$ cat src/sv/pol_pkg.sv
package pol_pkg;

  localparam int CAPACITY = 32;
  localparam int IDX_W    = $clog2(CAPACITY);
  localparam int LEN_W    = $clog2(CAPACITY + 1);
  localparam int POS_W    = 8;
  localparam int CMP_W    = ((LEN_W > POS_W) ? LEN_W : POS_W) + 1;
  localparam int DATA_W   = 32;

  localparam logic [2:0] CMD_INS_HEAD = 3'd0;
  localparam logic [2:0] CMD_INS_TAIL = 3'd1;
  localparam logic [2:0] CMD_INS_POS  = 3'd2;
  localparam logic [2:0] CMD_DEL_HEAD = 3'd3;
  localparam logic [2:0] CMD_DEL_TAIL = 3'd4;
  localparam logic [2:0] CMD_DEL_POS  = 3'd5;
  localparam logic [2:0] CMD_LENGTH   = 3'd6;
  localparam logic [2:0] CMD_DISPLAY  = 3'd7;

  localparam logic [1:0] ST_OK     = 2'd0;
  localparam logic [1:0] ST_BADPOS = 2'd1;
  localparam logic [1:0] ST_FULL   = 2'd2;
  localparam logic [1:0] ST_EMPTY  = 2'd3;

  typedef enum logic [1:0] {
    OP_HOLD,
    OP_INS,
    OP_DEL,
    OP_ROT
  } cell_op_t;

  typedef struct packed {
    cell_op_t             op;
    logic [IDX_W-1:0]     idx;
    logic [IDX_W-1:0]     last_idx;
  } cell_ctrl_t;

endpackage

$ cat src/sv/pol_cell.sv
module pol_cell
  import pol_pkg::*;
(
  input  logic                     clk,
  input  cell_ctrl_t               ctrl,
  input  logic [IDX_W-1:0]         my_idx,
  input  logic signed [DATA_W-1:0] ins_value,
  input  logic signed [DATA_W-1:0] head_value,
  input  logic signed [DATA_W-1:0] left_value,
  input  logic signed [DATA_W-1:0] right_value,
  output logic signed [DATA_W-1:0] value
);

  logic signed [DATA_W-1:0] val_r;
  logic signed [DATA_W-1:0] val_nxt;

  always_comb begin
    val_nxt = val_r;
    unique case (ctrl.op)
      OP_HOLD: val_nxt = val_r;
      OP_INS: begin
        if (my_idx == ctrl.idx) begin
          val_nxt = ins_value;
        end else if (my_idx > ctrl.idx) begin
          val_nxt = left_value;
        end
      end
      OP_DEL: begin
        if (my_idx >= ctrl.idx) begin
          val_nxt = right_value;
        end
      end
      OP_ROT: begin
        if (my_idx == ctrl.last_idx) begin
          val_nxt = head_value;
        end else if (my_idx < ctrl.last_idx) begin
          val_nxt = right_value;
        end
      end
      default: val_nxt = val_r;
    endcase
  end

  always_ff @(posedge clk) begin
    val_r <= val_nxt;
  end

  assign value = val_r;

endmodule

$ cat src/sv/positional_ordered_list.sv
// Bounded ordered list of signed 32-bit words, one command word in, result words out.
// Input channel: in_command, in_value, in_position, with in_valid / in_stall.
// Result channel: out_status, out_item_value, out_length, out_last, with out_valid /
// out_stall. Every command gives one result word with out_last set, except a display of a
// non-empty list, which gives one word per entry, head first, the last one marked.
// Storage is a row of cells, one entry each; inserts and deletes shift every cell from the
// given position on at once, and the result word is on the output in the cycle after the
// command is accepted. While out_stall stays low and no display runs, a new command is
// taken every cycle.
// Display rotates the row through the head, one word per cycle while out_stall stays low;
// its first word comes later than that of a plain command, as it first enters the display
// state. It holds the input until its last word, and the row is back in order when it ends.
// Reset (rst_n low at a clock edge) empties the list and drops any pending result.
// A stalled result word holds; while it waits, new commands are stalled and a
// display pauses with it.
module positional_ordered_list
  import pol_pkg::*;
(
  input  logic                     clk,
  input  logic                     rst_n,
  input  logic                     in_valid,
  output logic                     in_stall,
  input  logic [2:0]               in_command,
  input  logic signed [DATA_W-1:0] in_value,
  input  logic [POS_W-1:0]         in_position,
  output logic                     out_valid,
  input  logic                     out_stall,
  output logic [1:0]               out_status,
  output logic signed [DATA_W-1:0] out_item_value,
  output logic [LEN_W-1:0]         out_length,
  output logic                     out_last
);

  localparam logic S_IDLE = 1'b0;
  localparam logic S_DISP = 1'b1;

  logic                     state_r;
  logic [LEN_W-1:0]         count_r;
  logic [LEN_W-1:0]         count_nxt;
  logic [LEN_W-1:0]         rem_r;
  logic                     out_valid_r;
  logic [1:0]               out_status_r;
  logic signed [DATA_W-1:0] out_item_r;
  logic [LEN_W-1:0]         out_length_r;
  logic                     out_last_r;

  logic                     slot_free;
  logic                     in_fire;
  logic                     disp_go;
  logic                     start_disp;
  logic [1:0]               status_c;
  cell_op_t                 upd_op;
  logic [IDX_W-1:0]         upd_idx;
  cell_ctrl_t               ctrl;
  logic                     full;
  logic                     empty;
  logic [CMP_W-1:0]         pos_x;
  logic [CMP_W-1:0]         cnt_x;
  logic [POS_W-1:0]         pos_m1;
  logic [LEN_W-1:0]         cnt_m1;

  logic signed [DATA_W-1:0] cell_val [CAPACITY];

  assign slot_free = !out_valid_r || !out_stall;
  assign in_stall  = (state_r == S_DISP) || !slot_free;
  assign in_fire   = in_valid && !in_stall;
  assign disp_go   = (state_r == S_DISP) && slot_free;

  assign full   = (count_r == LEN_W'(CAPACITY));
  assign empty  = (count_r == '0);
  assign pos_x  = CMP_W'(in_position);
  assign cnt_x  = CMP_W'(count_r);
  assign pos_m1 = in_position - 1'b1;
  assign cnt_m1 = count_r - 1'b1;

  always_comb begin
    status_c   = ST_OK;
    upd_op     = OP_HOLD;
    upd_idx    = '0;
    count_nxt  = count_r;
    start_disp = 1'b0;
    unique case (in_command)
      CMD_INS_HEAD, CMD_INS_TAIL: begin
        if (full) begin
          status_c = ST_FULL;
        end else begin
          upd_op    = OP_INS;
          upd_idx   = (in_command == CMD_INS_HEAD) ? '0 : count_r[IDX_W-1:0];
          count_nxt = count_r + 1'b1;
        end
      end
      CMD_INS_POS: begin
        if (in_position == '0 || pos_x > cnt_x + 1'b1) begin
          status_c = ST_BADPOS;
        end else if (full) begin
          status_c = ST_FULL;
        end else begin
          upd_op    = OP_INS;
          upd_idx   = pos_m1[IDX_W-1:0];
          count_nxt = count_r + 1'b1;
        end
      end
      CMD_DEL_HEAD, CMD_DEL_TAIL: begin
        if (empty) begin
          status_c = ST_EMPTY;
        end else begin
          upd_op    = OP_DEL;
          upd_idx   = (in_command == CMD_DEL_HEAD) ? '0 : cnt_m1[IDX_W-1:0];
          count_nxt = cnt_m1;
        end
      end
      CMD_DEL_POS: begin
        if (empty) begin
          status_c = ST_EMPTY;
        end else if (in_position == '0 || pos_x > cnt_x) begin
          status_c = ST_BADPOS;
        end else begin
          upd_op    = OP_DEL;
          upd_idx   = pos_m1[IDX_W-1:0];
          count_nxt = cnt_m1;
        end
      end
      CMD_LENGTH: status_c = ST_OK;
      CMD_DISPLAY: begin
        if (empty) begin
          status_c = ST_EMPTY;
        end else begin
          start_disp = 1'b1;
        end
      end
      default: status_c = ST_OK;
    endcase
  end

  always_comb begin
    ctrl.idx      = upd_idx;
    ctrl.last_idx = cnt_m1[IDX_W-1:0];
    if (in_fire) begin
      ctrl.op = upd_op;
    end else if (disp_go) begin
      ctrl.op = OP_ROT;
    end else begin
      ctrl.op = OP_HOLD;
    end
  end

  for (genvar i = 0; i < CAPACITY; i++) begin : g_cell
    logic signed [DATA_W-1:0] left_v;
    logic signed [DATA_W-1:0] right_v;
    if (i == 0) begin : g_first
      assign left_v = in_value;
    end else begin : g_mid_l
      assign left_v = cell_val[i-1];
    end
    if (i == CAPACITY - 1) begin : g_end
      assign right_v = cell_val[i];
    end else begin : g_mid_r
      assign right_v = cell_val[i+1];
    end
    pol_cell u_cell (
      .clk         (clk),
      .ctrl        (ctrl),
      .my_idx      (IDX_W'(i)),
      .ins_value   (in_value),
      .head_value  (cell_val[0]),
      .left_value  (left_v),
      .right_value (right_v),
      .value       (cell_val[i])
    );
  end

  always_ff @(posedge clk) begin
    if (!rst_n) begin
      state_r     <= S_IDLE;
      count_r     <= '0;
      rem_r       <= '0;
      out_valid_r <= 1'b0;
    end else begin
      if (in_fire) begin
        count_r <= count_nxt;
      end
      if (in_fire && !start_disp) begin
        out_valid_r  <= 1'b1;
        out_status_r <= status_c;
        out_item_r   <= '0;
        out_length_r <= count_nxt;
        out_last_r   <= 1'b1;
      end else if (in_fire && start_disp) begin
        state_r     <= S_DISP;
        rem_r       <= count_r;
        out_valid_r <= 1'b0;
      end else if (disp_go) begin
        out_valid_r  <= 1'b1;
        out_status_r <= ST_OK;
        out_item_r   <= cell_val[0];
        out_length_r <= count_r;
        out_last_r   <= (rem_r == LEN_W'(1));
        rem_r        <= rem_r - 1'b1;
        if (rem_r == LEN_W'(1)) begin
          state_r <= S_IDLE;
        end
      end else if (!out_stall) begin
        out_valid_r <= 1'b0;
      end
    end
  end

  assign out_valid      = out_valid_r;
  assign out_status     = out_status_r;
  assign out_item_value = out_item_r;
  assign out_length     = out_length_r;
  assign out_last       = out_last_r;

endmodule

$ cat config.mk
export PLATFORM = sky130hd
export DESIGN_NAME = positional_ordered_list
export DESIGN_NICKNAME = d
export VERILOG_FILES = /design/src/sv/pol_pkg.sv /design/src/sv/pol_cell.sv /design/src/sv/positional_ordered_list.sv
export SDC_FILE = /design/constraint.sdc
export NUM_CORES = 2
export LEC_CHECK = 0
export BUFFER_PORTS_ARGS = -buffer_cell sky130_fd_sc_hd__clkbuf_2
export CAP_MARGIN = 20
export CELL_PAD_IN_SITES_DETAIL_PLACEMENT = 1
export CELL_PAD_IN_SITES_GLOBAL_PLACEMENT = 1
export CORE_MARGIN = 2
export CORE_UTILIZATION = 30
export CTS_CLUSTER_DIAMETER = 60
export DETAILED_ROUTE_END_ITERATION = 10
export PLACE_DENSITY = 0.57
export SYNTH_ARGS = -nofsm -noshare
export SYNTH_HDL_FRONTEND = slang
export SYNTH_SLANG_ARGS = --single-unit
$ cat constraint.sdc
create_clock -name clk -period 20 [get_ports clk]
set_clock_uncertainty 0.05 [all_clocks]
set_input_delay 4 -clock clk [delete_from_list [all_inputs] [get_ports clk]]
set_output_delay 4 -clock clk [all_outputs]
set_load 0.03 [all_outputs]
==> key figures <==
Timing
  • Slew Limit Fails: 0
  • Achievable Freq: about 100 MHz
  • Final TNS setup: 0 ns
  • Max_slew headroom: 19.9%
  • Fin crit period: around 9.5 ns
  • Final hold violation count: 0
  • Unrepaired setup endpoints after global routing: false
  • Part of the cycle the worst path needs: a little under half
  • Slew @ Worst Pin: 1.20 ns
  • Setup violators final: 0

Route
  • DR vias/cell: roughly 6.9
  • DRC violations left: 0
  • Routed length per instance: 38.3 um
  • Post-route ant nets: 0
  • Via Count: a little over 60000
  • Initial DRT Pass Iterations: 10
  • DRT Wirelength: about 340000 um
  • DRT iter0 DRCs: ~9400

Final layout
  • Layout area overhead: 12.3%
  • Nets: approximately 6000
  • Share of layout cells above drive strength 1: about an eighth
  • Post-route insts no fill: slightly below 9000
  • Util after Layout: between 30% and 40%

Clocking
  • CTS Root Cell: clkbuf_16
  • Num CTS Buffers: 144
  • Clk sinks: 1079
  • TritonCTS clock tree: built
  • Worst-Skew Late Latency: around 0.84 ns
  • Clock Path Buffers: 3
  • Hold_buf cts: 0
  • Post-CTS setup buffer count: 0
  • Post-CTS resize count: 0
  • H-tree Lvls: 4
  • CTS clk-pin slew, worst paths: approximately 0.06 ns

Global routing
  • Initial antenna violation count: 20
  • Number of global-route vias before repair: between 60000 and 70000
  • Pin count of the biggest net entering global routing: between 150 and 200
  • Total GRT Usage: 30.0%
  • Global-route wire length before repair: about 480000 um
  • Overflow after GRT: 0

Critical path
  • Crit-path cells: clkbuf_2, inv_1, ha_1, and4_1, a311o_2, buf_4, o21a_4, buf_4, buf_4, buf_12, buf_4, o311ai_0, o31a_1, nand3_1
  • Critical Path RT: 20.63 ns
  • Cell repeated most along the worst path: buf_4
  • Max incr delay on CP: approximately 0.91 ns
  • Reg2reg end: g_cell[6].u_cell.value[29]
  • Worst EP arrival: around 10 ns
  • Crit path launch type: input pin
  • CP max FO: 171
  • Crit. End Element: flop
  • R2R depth: 14
  • Worst r2r src: count_r[0]
  • Critical-path top delay cell: buf_4
  • WP buf/inv: 7
  • Delay-heaviest family, CP: buffers and inverters
  • Reg2reg setup slack: about 12 ns
  • Path type of the worst setup path: input pin to flop

Placement
  • Dpl hpwl: a little over 200000 um
  • PortBufs: between 80 and 90
  • GPL Wtd Cong: 0.941
  • Post-Place Cells: 8588

Yosys
  • Yosys reg bits: approximately 1100
  • Syn Inst Count: between 6000 and 7000
  • Synth Warn #: 0
  • Leading area contributor after synthesis: edfxtp_1
  • Synth Area per Inst: ~10 um^2
  • Area fraction of the dominant cell type after synthesis: between 40% and 50%
  • Post-synth top flop: edfxtp_1
  • Post-synth ARST share: 0%
  • Post-Syn Area: 0.0646 mm^2
  • Post-synth EDFFs: around 1100
  • Count of cell types in the netlist: 80
  • Register area share after synthesis: between 40% and 50%
  • Post-synth net total: ~6300
  • Top cells by area, synth: edfxtp_1 (49%), a22oi_1 (7.5%), mux2i_1 (5.3%), nand3_1 (4.9%), o211ai_1 (4.2%)

Floorplanning
  • Starting density of the core: around 30%
  • IO Pins: 90
  • Core ar.: between 0.2 and 0.25 mm^2
  • Die area: about 0.22 mm^2
  • Die height: around 470 um
  • Width of the die: roughly 470 um
  • Num rows: 170

Worst hold path
  • Hold Path End: rem_r[5]
  • Worst hold path cell count: 2
  • Hold crit path type: flop to flop
  • Worst Hold Launch: rem_r[5]

Power
  • Pwr per Cell Area: 86.0 mW/mm^2
  • Final Power: about 6200 uW
  • Leakage: ~0.022 uW
  • Max VDD drop: between 60 and 70 uV

Outcome
  • Outcome: completed

Run
  • Maxcap violations: 0
==> cell families (layout without fill, tap and decap cells) <==
| logic type | after synthesis | after routing | share of synthesized area [%] |
|---|---|---|---|
| AND/OR/NAND/NOR | 1734 | 1734 | 13.0 |
| AO/OA/AOI/OAI | 2205 | 2205 | 25.5 |
| multiplexers | 340 | 340 | 5.27 |
| flip-flops | 1079 | 1079 | 49.9 |
| other | 0 | 7 | 0 |
| XOR/XNOR | 14 | 14 | 0.190 |
| adder cells (fa/ha/maj) | 21 | 21 | 0.407 |
| buffers and inverters | 854 | 619 | 5.65 |
==> tightest hold or removal path: cells and delay by family, from the launching register on <==
family / cells / cell delay (ns)
AO/OA/AOI/OAI: 2 / 0.16
flip-flops: 1 / 0.30
==> synthesized netlist by cell type (all sizes together), types with 97 or more instances <==
library cell and instances:
o21ai 341, nor2 142, a31oi 135, nand2 534, buf 192, nor3 144
clkbuf 644, a22oi 644, o311ai 131, edfxtp 1065, o211ai 389, o221ai 97
and2 106, a22o 132, nand3 640, o31a 128, mux2i 340
==> registers in the layout (all words and copies together), names as in the netlist <==
signal / flops
g_cell.u_cell.value: 1024
out_item_value: 32
count_r: 6
out_length: 6
rem_r: 6
out_status: 2
out_last: 1
out_valid: 1
state_r: 1
==> per-layer routing <==
layer	track usage, %	vias up	part of all wire [%]
met3	8.96	732	12
met2	43.3	4132	42
met5	0.373	-	0.050
met4	12.7	10	4.7
met1	41.4	31906	41
li1	-	24295	-
==> worst max-delay path by stage <==
stage | startpoint | end | depth (start not counted) | slack [ns]
3_3_place_gp | in_position[0] | g_cell[21].u_cell.value[15] | 14 | 10.03
5_1_grt | in_position[0] | g_cell[21].u_cell.value[28] | 14 | 10.40
6_report | in_position[0] | g_cell[21].u_cell.value[15] | 14 | 10.47
2_1_floorplan | in_position[0] | g_cell[18].u_cell.value[0] | 12 | 8.12
3_5_place_dp | in_position[0] | g_cell[21].u_cell.value[10] | 14 | 9.99
4_1_cts | in_position[0] | g_cell[21].u_cell.value[6] | 14 | 10.86
==> area by class of cell <==
| cell class | instances | area, um^2 |
|---|---|---|
| Antenna cell | 7 | 17.5 |
| Clock buffer | 169 | 3780 |
| Clock inverter | 91 | 901 |
| Fill cell | 23606 | 142000 |
| Inverter | 18 | 67.6 |
| Multi-Input combinational cell | 4314 | 29600 |
| Sequential cell | 1079 | 32300 |
| Tap cell | 2838 | 3550 |
| Timing Repair Buffer | 341 | 2410 |
==> stage by stage <==
| step | cell area [um^2] | hold WS, ns | setup slack (ns) |
|---|---|---|---|
| global route | 72600 | 0.499 | 10.40 |
| global placement | 67800 | 0.424 | 10.03 |
| floorplan | 64600 | 0.406 | 8.12 |
| detailed placement | 67900 | 0.451 | 9.99 |
| finish | 72600 | 0.466 | 10.47 |
| CTS | 72600 | 0.462 | 10.86 |
==> placed cells by master (no fill, tap or decap), drive strengths merged, types with 9 or more instances in the layout <==
master,instances
nand3,640
ha,21
nand2,534
a221o,33
nor2,142
o221ai,97
nor4,10
o31a,128
o21ai,341
a31oi,135
o211ai,389
bufinv,14
o311ai,131
or3,81
a22o,132
a222oi,64
a22oi,644
nor2b,38
dfxtp,14
edfxtp,1065
buf,252
inv,29
clkbuf,258
o22ai,12
clkinvlp,9
and2,106
nor3,144
mux2i,340
a21oi,46
clkinv,57
xnor2,11
==> power by group <==
| group | switching (uW) | internal (uW) | leakage (uW) |
|---|---|---|---|
| registers | 87.1 | 2650 | 0.00965 |
| logic | 634 | 213 | 0.0101 |
| clock network | 1120 | 1540 | 0.00228 |
| total | 1840 | 4400 | 0.0221 |
Power figures use the tool's default switching activity.
